## config.mk

```make
export PLATFORM = sky130hd
export DESIGN_NAME = ir_uart_8o1_run_length_decoder
export DESIGN_NICKNAME = d
export VERILOG_FILES = /design/src/irdec_pkg.sv /design/src/irdec_front.sv /design/src/irdec_back.sv /design/src/ir_uart_8o1_run_length_decoder.sv
export SDC_FILE = /design/constraint.sdc
export NUM_CORES = 1
export LEC_CHECK = 0
export ABC_AREA = 1
export BUFFER_PORTS_ARGS = -buffer_cell sky130_fd_sc_hd__clkbuf_2
export CORE_MARGIN = 4
export CORE_UTILIZATION = 58
export DETAILED_ROUTE_END_ITERATION = 8
export MAX_ROUTING_LAYER = met4
export PLACE_DENSITY_LB_ADDON = 0.08
export SLEW_MARGIN = 30
export SYNTH_ARGS = -nofsm -noshare
export SYNTH_HDL_FRONTEND = slang
export SYNTH_SLANG_ARGS = --single-unit
```

## constraint.sdc

```tcl
create_clock -name clock -period 10.4 [get_ports clock]
set_clock_uncertainty 0.05 [all_clocks]
set_input_delay 2.08 -clock clock [delete_from_list [all_inputs] [get_ports clock]]
set_output_delay 2.08 -clock clock [all_outputs]
set_load 0.03 [all_outputs]
```

## src/irdec_pkg.sv

```systemverilog
// shared types and constants of the run-length uart decoder
package irdec_pkg;

   // register reset values and limits
   localparam logic [15:0] IRDEC_BIT_TIME_RESET     = 16'd417;
   localparam logic [15:0] IRDEC_BUFFER_LIMIT_RESET = 16'd256;
   localparam int unsigned IRDEC_QUEUE_DEPTH        = 2;

   // register indexes, taken from address bit 2
   localparam logic REG_BIT_TIME     = 1'b0;
   localparam logic REG_BUFFER_LIMIT = 1'b1;

   // result status codes
   localparam logic [1:0] STATUS_NONE  = 2'd0;
   localparam logic [1:0] STATUS_BYTE  = 2'd1;
   localparam logic [1:0] STATUS_ERROR = 2'd2;

   // burst result codes
   localparam logic [1:0] BURST_OK    = 2'd0;
   localparam logic [1:0] BURST_ERROR = 2'd1;
   localparam logic [1:0] BURST_FULL  = 2'd2;

   // one queued run, already classified as mark or space
   typedef struct packed {
      logic        mark;
      logic [23:0] duration;
      logic        last;
   } run_type;

endpackage

```

## src/irdec_front.sv

```systemverilog
// front end: accepts runs, classifies the level and queues them
module irdec_front #(
   parameter int unsigned QUEUE_DEPTH = irdec_pkg::IRDEC_QUEUE_DEPTH
) (
   input  logic               clock,
   input  logic               reset,
   input  logic               req_valid,
   output logic               req_stall,
   input  logic               req_pulse_flag,
   input  logic [23:0]        req_duration,
   input  logic               req_last_in_burst,
   output logic               q_valid,
   output irdec_pkg::run_type q_data,
   input  logic               q_pop
);
   import irdec_pkg::*;

   // depth of at least two
   localparam int unsigned PTR_W = $clog2(QUEUE_DEPTH);
   localparam int unsigned CNT_W = $clog2(QUEUE_DEPTH + 1);
   localparam logic [PTR_W-1:0] LAST_PTR = PTR_W'(QUEUE_DEPTH - 1);
   localparam logic [CNT_W-1:0] FULL_CNT = CNT_W'(QUEUE_DEPTH);

   run_type          queue_ff [QUEUE_DEPTH];
   logic [PTR_W-1:0] wr_ptr_ff, wr_ptr_in;
   logic [PTR_W-1:0] rd_ptr_ff, rd_ptr_in;
   logic [CNT_W-1:0] count_ff, count_in;
   logic             push;
   run_type          entry;

   assign req_stall = (count_ff == FULL_CNT);
   assign push      = req_valid && !req_stall;
   assign q_valid   = (count_ff != '0);
   assign q_data    = queue_ff[rd_ptr_ff];

   // space when the pulse flag is set
   always_comb begin
      entry.mark     = ~req_pulse_flag;
      entry.duration = req_duration;
      entry.last     = req_last_in_burst;
   end

   always_comb begin
      wr_ptr_in = wr_ptr_ff;
      rd_ptr_in = rd_ptr_ff;
      count_in  = count_ff;
      if (push) begin
         wr_ptr_in = (wr_ptr_ff == LAST_PTR) ? '0 : wr_ptr_ff + PTR_W'(1);
      end
      if (q_pop) begin
         rd_ptr_in = (rd_ptr_ff == LAST_PTR) ? '0 : rd_ptr_ff + PTR_W'(1);
      end
      case ({push, q_pop})
         2'b10:   count_in = count_ff + CNT_W'(1);
         2'b01:   count_in = count_ff - CNT_W'(1);
         default: count_in = count_ff;
      endcase
   end

   always_ff @(posedge clock) begin
      if (reset) begin
         wr_ptr_ff <= '0;
         rd_ptr_ff <= '0;
         count_ff  <= '0;
      end else begin
         wr_ptr_ff <= wr_ptr_in;
         rd_ptr_ff <= rd_ptr_in;
         count_ff  <= count_in;
      end
   end

   always_ff @(posedge clock) begin
      if (push) begin
         queue_ff[wr_ptr_ff] <= entry;
      end
   end

endmodule

```

## src/irdec_back.sv

```systemverilog
// back end: serial divide to bit count, frame stepping, burst tracking, result register
module irdec_back (
   input  logic               clock,
   input  logic               reset,
   input  logic [15:0]        bit_time,
   input  logic [15:0]        buffer_limit,
   input  logic               q_valid,
   input  irdec_pkg::run_type q_data,
   output logic               q_pop,
   output logic               rsp_valid,
   input  logic               rsp_stall,
   output logic [1:0]         rsp_status,
   output logic [7:0]         rsp_rx_byte,
   output logic               rsp_burst_end,
   output logic [1:0]         rsp_burst_result,
   output logic [15:0]        rsp_byte_count
);
   import irdec_pkg::*;

   localparam logic [4:0] DIV_STEPS  = 5'd25;
   localparam logic [3:0] MAX_BITS   = 4'd10;
   localparam logic [3:0] POS_IDLE   = 4'd0;
   localparam logic [3:0] POS_PARITY = 4'd9;
   localparam logic [3:0] POS_STOP   = 4'd10;

   typedef enum logic [2:0] {
      ST_IDLE,
      ST_DIV,
      ST_CLAMP,
      ST_STEP,
      ST_DONE
   } state_type;

   state_type   state_ff, state_in;
   logic        mark_ff, mark_in;
   logic        last_ff, last_in;
   logic [24:0] num_ff, num_in;
   logic [15:0] rem_ff, rem_in;
   logic [24:0] quo_ff, quo_in;
   logic [4:0]  cnt_ff, cnt_in;
   logic [3:0]  bits_ff, bits_in;
   logic        err_ff, err_in;
   logic        got_ff, got_in;
   logic [7:0]  rx_ff, rx_in;
   logic [3:0]  pos_ff, pos_in;
   logic [7:0]  shift_ff, shift_in;
   logic        par_ff, par_in;
   logic        err_seen_ff, err_seen_in;
   logic        ovf_ff, ovf_in;
   logic [15:0] bytes_ff, bytes_in;
   logic        rsp_valid_ff, rsp_valid_in;
   logic [1:0]  rsp_status_ff, rsp_status_in;
   logic [7:0]  rsp_rx_ff, rsp_rx_in;
   logic        rsp_end_ff, rsp_end_in;
   logic [1:0]  rsp_result_ff, rsp_result_in;
   logic [15:0] rsp_count_ff, rsp_count_in;

   logic [15:0] per;
   logic [16:0] trial;
   logic        ovf_now;
   logic        par_next;
   logic        err_seen_next;
   logic [1:0]  status_next;
   logic [15:0] bytes_next;

   // zero period acts as one microsecond
   assign per     = (bit_time == 16'd0) ? 16'd1 : bit_time;
   assign trial   = {rem_ff, num_ff[24]};
   assign ovf_now = ovf_ff || (bytes_ff >= buffer_limit);
   assign q_pop   = (state_ff == ST_IDLE) && q_valid;

   assign rsp_valid        = rsp_valid_ff;
   assign rsp_status       = rsp_status_ff;
   assign rsp_rx_byte      = rsp_rx_ff;
   assign rsp_burst_end    = rsp_end_ff;
   assign rsp_burst_result = rsp_result_ff;
   assign rsp_byte_count   = rsp_count_ff;

   always_comb begin
      state_in      = state_ff;
      mark_in       = mark_ff;
      last_in       = last_ff;
      num_in        = num_ff;
      rem_in        = rem_ff;
      quo_in        = quo_ff;
      cnt_in        = cnt_ff;
      bits_in       = bits_ff;
      err_in        = err_ff;
      got_in        = got_ff;
      rx_in         = rx_ff;
      pos_in        = pos_ff;
      shift_in      = shift_ff;
      par_in        = par_ff;
      err_seen_in   = err_seen_ff;
      ovf_in        = ovf_ff;
      bytes_in      = bytes_ff;
      rsp_valid_in  = rsp_valid_ff && rsp_stall;
      rsp_status_in = rsp_status_ff;
      rsp_rx_in     = rsp_rx_ff;
      rsp_end_in    = rsp_end_ff;
      rsp_result_in = rsp_result_ff;
      rsp_count_in  = rsp_count_ff;
      par_next      = par_ff ^ mark_ff;
      err_seen_next = err_seen_ff | err_ff;

      if (ovf_ff) begin
         status_next = STATUS_NONE;
      end else if (err_ff) begin
         status_next = STATUS_ERROR;
      end else if (got_ff) begin
         status_next = STATUS_BYTE;
      end else begin
         status_next = STATUS_NONE;
      end
      bytes_next = (status_next == STATUS_BYTE) ? 16'(bytes_ff + 16'd1) : bytes_ff;

      case (state_ff)
         ST_IDLE: begin
            if (q_valid) begin
               mark_in = q_data.mark;
               last_in = q_data.last;
               err_in  = 1'b0;
               got_in  = 1'b0;
               rx_in   = 8'd0;
               ovf_in  = ovf_now;
               num_in  = {1'b0, q_data.duration} + {9'd0, 1'b0, per[15:1]};
               rem_in  = 16'd0;
               quo_in  = 25'd0;
               cnt_in  = 5'd0;
               state_in = ovf_now ? ST_DONE : ST_DIV;
            end
         end
         ST_DIV: begin
            // one restoring divide step per cycle
            if (trial >= {1'b0, per}) begin
               rem_in = 16'(trial - {1'b0, per});
               quo_in = {quo_ff[23:0], 1'b1};
            end else begin
               rem_in = trial[15:0];
               quo_in = {quo_ff[23:0], 1'b0};
            end
            num_in = {num_ff[23:0], 1'b0};
            cnt_in = cnt_ff + 5'd1;
            if (cnt_ff == DIV_STEPS - 5'd1) begin
               state_in = ST_CLAMP;
            end
         end
         ST_CLAMP: begin
            if (quo_ff > {21'd0, MAX_BITS}) begin
               if (mark_ff) begin
                  bits_in = MAX_BITS;
               end else begin
                  // break: restart the frame, the run is one start bit
                  err_in   = 1'b1;
                  pos_in   = POS_IDLE;
                  shift_in = 8'd0;
                  par_in   = 1'b0;
                  bits_in  = 4'd1;
               end
            end else begin
               bits_in = quo_ff[3:0];
            end
            state_in = ST_STEP;
         end
         ST_STEP: begin
            if (bits_ff == 4'd0) begin
               state_in = ST_DONE;
            end else begin
               bits_in = bits_ff - 4'd1;
               if (pos_ff == POS_IDLE) begin
                  if (!mark_ff) begin
                     pos_in   = 4'd1;
                     shift_in = 8'd0;
                     par_in   = 1'b0;
                  end
               end else if (pos_ff < POS_PARITY) begin
                  pos_in   = pos_ff + 4'd1;
                  shift_in = {mark_ff, shift_ff[7:1]};
                  par_in   = par_next;
               end else if (pos_ff == POS_PARITY) begin
                  pos_in = POS_STOP;
                  rx_in  = shift_ff;
                  got_in = 1'b1;
                  par_in = par_next;
                  if (!par_next) begin
                     err_in = 1'b1;
                  end
               end else begin
                  // stop bit must be mark
                  if (!mark_ff) begin
                     err_in = 1'b1;
                  end
                  pos_in = POS_IDLE;
               end
            end
         end
         ST_DONE: begin
            if (!rsp_valid_ff || !rsp_stall) begin
               rsp_valid_in  = 1'b1;
               rsp_status_in = status_next;
               rsp_rx_in     = rx_ff;
               rsp_end_in    = last_ff;
               rsp_count_in  = bytes_next;
               if (!last_ff) begin
                  rsp_result_in = BURST_OK;
               end else if (ovf_ff) begin
                  rsp_result_in = BURST_FULL;
               end else if (err_seen_next) begin
                  rsp_result_in = BURST_ERROR;
               end else begin
                  rsp_result_in = BURST_OK;
               end
               if (last_ff) begin
                  err_seen_in = 1'b0;
                  ovf_in      = 1'b0;
                  bytes_in    = 16'd0;
               end else begin
                  err_seen_in = err_seen_next;
                  bytes_in    = bytes_next;
               end
               state_in = ST_IDLE;
            end
         end
         default: begin
            state_in = ST_IDLE;
         end
      endcase
   end

   always_ff @(posedge clock) begin
      if (reset) begin
         state_ff     <= ST_IDLE;
         pos_ff       <= POS_IDLE;
         shift_ff     <= 8'd0;
         par_ff       <= 1'b0;
         err_seen_ff  <= 1'b0;
         ovf_ff       <= 1'b0;
         bytes_ff     <= 16'd0;
         rsp_valid_ff <= 1'b0;
      end else begin
         state_ff      <= state_in;
         pos_ff        <= pos_in;
         shift_ff      <= shift_in;
         par_ff        <= par_in;
         err_seen_ff   <= err_seen_in;
         ovf_ff        <= ovf_in;
         bytes_ff      <= bytes_in;
         rsp_valid_ff  <= rsp_valid_in;
         mark_ff       <= mark_in;
         last_ff       <= last_in;
         num_ff        <= num_in;
         rem_ff        <= rem_in;
         quo_ff        <= quo_in;
         cnt_ff        <= cnt_in;
         bits_ff       <= bits_in;
         err_ff        <= err_in;
         got_ff        <= got_in;
         rx_ff         <= rx_in;
         rsp_status_ff <= rsp_status_in;
         rsp_rx_ff     <= rsp_rx_in;
         rsp_end_ff    <= rsp_end_in;
         rsp_result_ff <= rsp_result_in;
         rsp_count_ff  <= rsp_count_in;
      end
   end

endmodule

```

## src/ir_uart_8o1_run_length_decoder.sv

```systemverilog
// top level of the run-length 8o1 uart decoder with its register port
// usage:
//   req_ channel: one beat per level run (pulse flag set = space, 24-bit
//     duration in microseconds, last-in-burst marker); req_stall is high
//     while the run queue is full
//   rsp_ channel: exactly one result beat per run, held in an output
//     register until taken; rsp_stall only holds that register, the queue
//     keeps taking runs until it fills
//   register port: bit time at 0x0, buffer_limit at 0x4, to be written by
//     the user only while the decoder is idle (unenforced); pready is always high
// sequencing:
//   a run that is decoded passes through the back end as a pop, 25
//   restoring divide steps, a clamp, bits + 1 frame steps and a result;
//   the serial divider is the longest of these steps
//   a run of a burst that is already full skips from pop to result
//   a run that finds the back end idle is popped the cycle after accept
// reset: synchronous; registers go to 417 and 256, the frame waits for a
//   start bit, burst counters clear, queue and result register empty
module ir_uart_8o1_run_length_decoder #(
   parameter int unsigned QUEUE_DEPTH = irdec_pkg::IRDEC_QUEUE_DEPTH
) (
   input  logic        clock,
   input  logic        reset,
   // run input
   input  logic        req_valid,
   output logic        req_stall,
   input  logic        req_pulse_flag,
   input  logic [23:0] req_duration,
   input  logic        req_last_in_burst,
   // result output
   output logic        rsp_valid,
   input  logic        rsp_stall,
   output logic [1:0]  rsp_status,
   output logic [7:0]  rsp_rx_byte,
   output logic        rsp_burst_end,
   output logic [1:0]  rsp_burst_result,
   output logic [15:0] rsp_byte_count,
   // register port
   input  logic        psel,
   input  logic        penable,
   input  logic        pwrite,
   input  logic [2:0]  paddr,
   input  logic [31:0] pwdata,
   output logic [31:0] prdata,
   output logic        pready
);
   import irdec_pkg::*;

   logic [15:0] bit_time_ff;
   logic [15:0] buffer_limit_ff;
   logic        csr_write;
   logic        q_valid;
   logic        q_pop;
   run_type     q_data;

   // register port: word index from address bit 2, low bits ignored
   assign pready    = 1'b1;
   assign csr_write = psel && penable && pwrite && pready;
   assign prdata    = (paddr[2] == REG_BUFFER_LIMIT) ? {16'd0, buffer_limit_ff}
                                                      : {16'd0, bit_time_ff};

   always_ff @(posedge clock) begin
      if (reset) begin
         bit_time_ff     <= IRDEC_BIT_TIME_RESET;
         buffer_limit_ff <= IRDEC_BUFFER_LIMIT_RESET;
      end else if (csr_write) begin
         if (paddr[2] == REG_BIT_TIME) begin
            bit_time_ff <= pwdata[15:0];
         end else begin
            buffer_limit_ff <= pwdata[15:0];
         end
      end
   end

   // front end: accept and classify runs into the queue
   irdec_front #(
      .QUEUE_DEPTH(QUEUE_DEPTH)
   ) u_front (
      .clock             (clock),
      .reset             (reset),
      .req_valid         (req_valid),
      .req_stall         (req_stall),
      .req_pulse_flag    (req_pulse_flag),
      .req_duration      (req_duration),
      .req_last_in_burst (req_last_in_burst),
      .q_valid           (q_valid),
      .q_data            (q_data),
      .q_pop             (q_pop)
   );

   // back end: bit count, frame, burst bookkeeping and result beat
   irdec_back u_back (
      .clock            (clock),
      .reset            (reset),
      .bit_time         (bit_time_ff),
      .buffer_limit     (buffer_limit_ff),
      .q_valid          (q_valid),
      .q_data           (q_data),
      .q_pop            (q_pop),
      .rsp_valid        (rsp_valid),
      .rsp_stall        (rsp_stall),
      .rsp_status       (rsp_status),
      .rsp_rx_byte      (rsp_rx_byte),
      .rsp_burst_end    (rsp_burst_end),
      .rsp_burst_result (rsp_burst_result),
      .rsp_byte_count   (rsp_byte_count)
   );

endmodule

```

==> flow_summary.rst <==
.. list-table::
   :header-rows: 1

   * - Metric
     - Value
   * - Kind of end point of the critical path
     - primary output
   * - Count of yosys warnings during synthesis
     - 0
   * - Post-Syn Instances
     - 1538
   * - RD Place Congestion
     - 0.9357
   * - Setup-failing EPs final
     - 0
   * - CP cell instances
     - clkbuf_2, o21ai_0, clkbuf_2
   * - FF+latch count, synth
     - 240
   * - I/O pins
     - 132
   * - Headroom to the max-slew limit
     - 40.37%
   * - Worst vdd rail ir drop
     - 0.0001573 V
   * - Final setup TNS
     - 0 ns
   * - Worst Path Required
     - 8.27 ns
   * - Total CTS buffers
     - 25
   * - First-pass GRT wire length
     - 45860 microns
   * - Antenna diode count
     - 0
   * - Die outline height
     - 157.7 microns
   * - H-tree lvl count
     - 1
   * - Overflow left after global routing
     - 0
   * - Final HPWL from detailed placement
     - 20680 microns
   * - Die area
     - 0.02486 sq mm
   * - Measured slew at the worst slew-check pin
     - 0.8945 ns
   * - Power density cells
     - 234.2 mW/mm^2
   * - Place WS
     - 5.166 ns
   * - Drt first-iter violations
     - 735
   * - Setup ws final
     - 5.115 ns
   * - Average routed wire per standard cell
     - 14.70 microns
   * - TritonCTS clock tree
     - yes
   * - Vias in the first global route
     - 9334
   * - Hold Worst Slack
     - 0.3670 ns
   * - Number of flops mapped to enable cells by yosys
     - 168
   * - Sequential-to-total area share from yosys stat
     - 49.91%
   * - Num rows
     - 54
   * - CP Launch Type
     - input pin
   * - DRC errors left
     - 0
   * - Post-route clock period utilization
     - 50.81%
   * - Result of the run
     - completed
   * - Kind of cell with the highest combined delay on the critical path
     - buffers and inverters
   * - Average footprint of a synthesized cell
     - 8.449 sq um
   * - Type of the setup path with the least slack
     - input pin to primary output
   * - Slowest cell on crit path
     - sky130_fd_sc_hd__o21ai_0
   * - Chip width
     - 157.7 microns
   * - Nets@finish
     - 1736
   * - Peak per-stage delay on the critical path
     - 0.45 ns
   * - Worst hold-check path type
     - register to register
   * - Fin. max-slew vios
     - 0
   * - Largest buffer count on any clock path
     - 3
   * - Total power consumption of the routed design
     - 3.371 mW
   * - Relative area change from synthesis to final layout
     - 10.76%
   * - Cell repeated most along the worst path
     - sky130_fd_sc_hd__clkbuf_2
   * - Setup fix buffers added after clock tree synthesis
     - 0
   * - Root buffer selected by CTS
     - sky130_fd_sc_hd__clkbuf_16
   * - Final WL
     - 28150 microns
   * - Count of final hold-check violations
     - 0
   * - Buffer and inverter count on the worst path
     - 2
   * - Final worst path period need
     - 5.285 ns
   * - Flip-flop cell with the highest count after synthesis
     - sky130_fd_sc_hd__edfxtp_1
   * - Antenna-violating nets left
     - 0
   * - Detailed Routing Iterations Pass 1
     - 6
   * - Setup repair after global routing missed its margin
     - false
   * - Total number of vias
     - 10.11k
   * - Leak pwr
     - 6.289 nW
   * - Pin count of the biggest net entering global routing
     - 69
   * - Number of gates resized after cts
     - 0
   * - Worst-Skew Late Latency
     - 0.54 ns
   * - Highest achievable clock rate
     - 189.2 MHz
   * - Number of hold buffers added after CTS
     - 0
   * - Post-synthesis cell area
     - 0.01299 sq mm
   * - Max-cap violation count
     - 0
   * - Maximum fanout count along the critical path
     - 34
   * - Via density per instance
     - 5.281
   * - Reg clk slew, reported paths
     - 0.06 ns
   * - Gr usage total
     - 23.42%
   * - CTS sink count
     - 240
   * - Proportion of register bits with asynchronous set or reset after synthesis
     - 0%
   * - Share of cells above drive strength 1
     - 13.94%
   * - Count of buffers inserted at the top-level ports
     - 96
   * - Starting Density
     - 59.18%
   * - Number of distinct library cells after synthesis
     - 56
   * - Initial antenna violation count
     - 0
   * - Core Region
     - 0.02196 sq mm
   * - Critical Path AT
     - 3.15 ns
worst register-to-register path: stages, from the launching register on:
cell and delay, ns:
sky130_fd_sc_hd__dfxtp_1 0.40, sky130_fd_sc_hd__inv_1 0.15, sky130_fd_sc_hd__nor3_4 0.14, sky130_fd_sc_hd__buf_4 0.46, sky130_fd_sc_hd__inv_2 0.48, sky130_fd_sc_hd__a21oi_4 0.34, sky130_fd_sc_hd__buf_4 0.73
cells in the final DEF (no fill, tap or decap), types with 20 or more instances in the layout:
cell type / n
sky130_fd_sc_hd__nand2_1: 344
sky130_fd_sc_hd__inv_1: 206
sky130_fd_sc_hd__edfxtp_1: 168
sky130_fd_sc_hd__nor2_1: 141
sky130_fd_sc_hd__o21ai_0: 96
sky130_fd_sc_hd__a21oi_1: 96
sky130_fd_sc_hd__clkbuf_2: 96
sky130_fd_sc_hd__dfxtp_1: 72
sky130_fd_sc_hd__nand3_1: 71
sky130_fd_sc_hd__ha_1: 50
sky130_fd_sc_hd__nand4_1: 26
sky130_fd_sc_hd__clkbuf_16: 25
sky130_fd_sc_hd__nor2_2: 23
sky130_fd_sc_hd__nand2_2: 22
sky130_fd_sc_hd__xor2_1: 20
layout make-up:
cell class / count / area [sq um]
multi-input cells: 1023 / 5365
clock inverters: 11 / 95.09
repair buffers: 106 / 555.5
clock buffers: 35 / 713.2
fillers: 1882 / 7565
flip-flops and latches: 240 / 6486
well taps: 280 / 350.3
inverters: 220 / 828.3
flip-flops by register name, summed over array words and instances (netlist names), 2 cells and up, named ones only:
register,flops
u_back.state_ff,3
u_front.count_ff,2
u_back.bytes_ff,16
u_back.rsp_rx_byte,8
u_back.quo_ff,25
u_back.num_ff,25
u_back.rsp_burst_result,2
u_back.rsp_status,2
u_back.rsp_byte_count,16
u_back.pos_ff,4
u_back.rx_ff,8
u_back.rem_ff,16
u_back.bits_ff,4
bit_time_ff,16
u_back.cnt_ff,5
buffer_limit_ff,16
u_back.shift_ff,8
u_front.queue_ff,52
synthesized netlist by cell type, types with 3 or more instances:
master,n,area (sq um)
sky130_fd_sc_hd__nor2_1,145,544.3
sky130_fd_sc_hd__buf_2,4,20.02
sky130_fd_sc_hd__clkbuf_1,40,150.1
sky130_fd_sc_hd__o21ai_1,16,80.08
sky130_fd_sc_hd__nand3_2,8,80.08
sky130_fd_sc_hd__nand3_1,71,355.3
sky130_fd_sc_hd__nor3_1,13,65.06
sky130_fd_sc_hd__inv_1,206,773.2
sky130_fd_sc_hd__nand2_1,344,1291
sky130_fd_sc_hd__nor4_1,4,25.02
sky130_fd_sc_hd__a32o_1,7,70.07
sky130_fd_sc_hd__or2_2,6,37.54
sky130_fd_sc_hd__a31oi_1,5,31.28
sky130_fd_sc_hd__or2_1,3,18.77
sky130_fd_sc_hd__edfxtp_1,168,5045
sky130_fd_sc_hd__nand4_1,26,162.7
sky130_fd_sc_hd__a211oi_1,3,22.52
sky130_fd_sc_hd__nor2_2,19,118.9
sky130_fd_sc_hd__dfxtp_1,72,1441
sky130_fd_sc_hd__nand3b_1,4,30.03
sky130_fd_sc_hd__a21oi_1,97,485.5
sky130_fd_sc_hd__o21bai_1,8,60.06
sky130_fd_sc_hd__xor2_1,20,175.2
sky130_fd_sc_hd__o21ai_0,96,480.5
sky130_fd_sc_hd__xnor2_1,11,96.34
sky130_fd_sc_hd__inv_2,12,45.04
sky130_fd_sc_hd__buf_6,4,45.04
sky130_fd_sc_hd__a22oi_1,3,22.52
sky130_fd_sc_hd__nand2_2,22,137.6
sky130_fd_sc_hd__buf_4,18,135.1
sky130_fd_sc_hd__o21ai_2,3,26.28
sky130_fd_sc_hd__ha_1,50,625.6
report_power, final:
group	total (mW)	internal (mW)	switching [mW]	leakage, nW
sequential	1.36	1.28	0.0790	2.16
clock	0.871	0.505	0.366	0.392
combinational	1.14	0.354	0.787	3.74
kinds of logic after synthesis:
group	count (synthesis)	share of synthesized area, %
buffers and inverters	290	9.397
AOI/OAI and AO/OA	250	10.63
xor gates and xnor gates	31	2.089
and+or+nand+nor	673	22.79
adders and majority gates	52	5.122
other	2	0.05779
DFF	240	49.91
final timing paths:
check                                   from                         endpoint  slack, ns  depth (start not counted)
min reg2reg    u_back.rx_ff[2]$_SDFFCE_PN0P_  u_back.rsp_rx_byte[2]$_DFFE_PP_       0.37                          0
max reg2reg  u_back.state_ff[0]$_SDFFE_PP0P_  u_back.quo_ff[24]$_SDFFCE_PN0P_       7.23                          6
min            u_back.rx_ff[2]$_SDFFCE_PN0P_  u_back.rsp_rx_byte[2]$_DFFE_PP_       0.37                          0
max                                 paddr[2]                        prdata[1]       5.12                          3
metal layers:
metal  vias up  track usage, %  share of wire (%)  routed length (microns)
met5         -               -                  0                        0
met4         0           6.555                3.0                      850
met3        56           4.046                6.6                     1870
met2       286           35.73                 44                    12330
met1      4590           32.58                 47                    13100
li1       5181               -                  -                        -
through the flow:
stage | std cells | util (%) | instance area [sq um]
6_report | 1915 | 65.55 | 14390
5_1_grt | 1915 | 65.55 | 14390
4_1_cts | 1914 | 65.52 | 14390
3_5_place_dp | 1868 | 61.83 | 13580
3_3_place_gp | 1868 | 61.82 | 13580
2_1_floorplan | 1553 | - | 13050
Power figures use the tool's default switching activity.
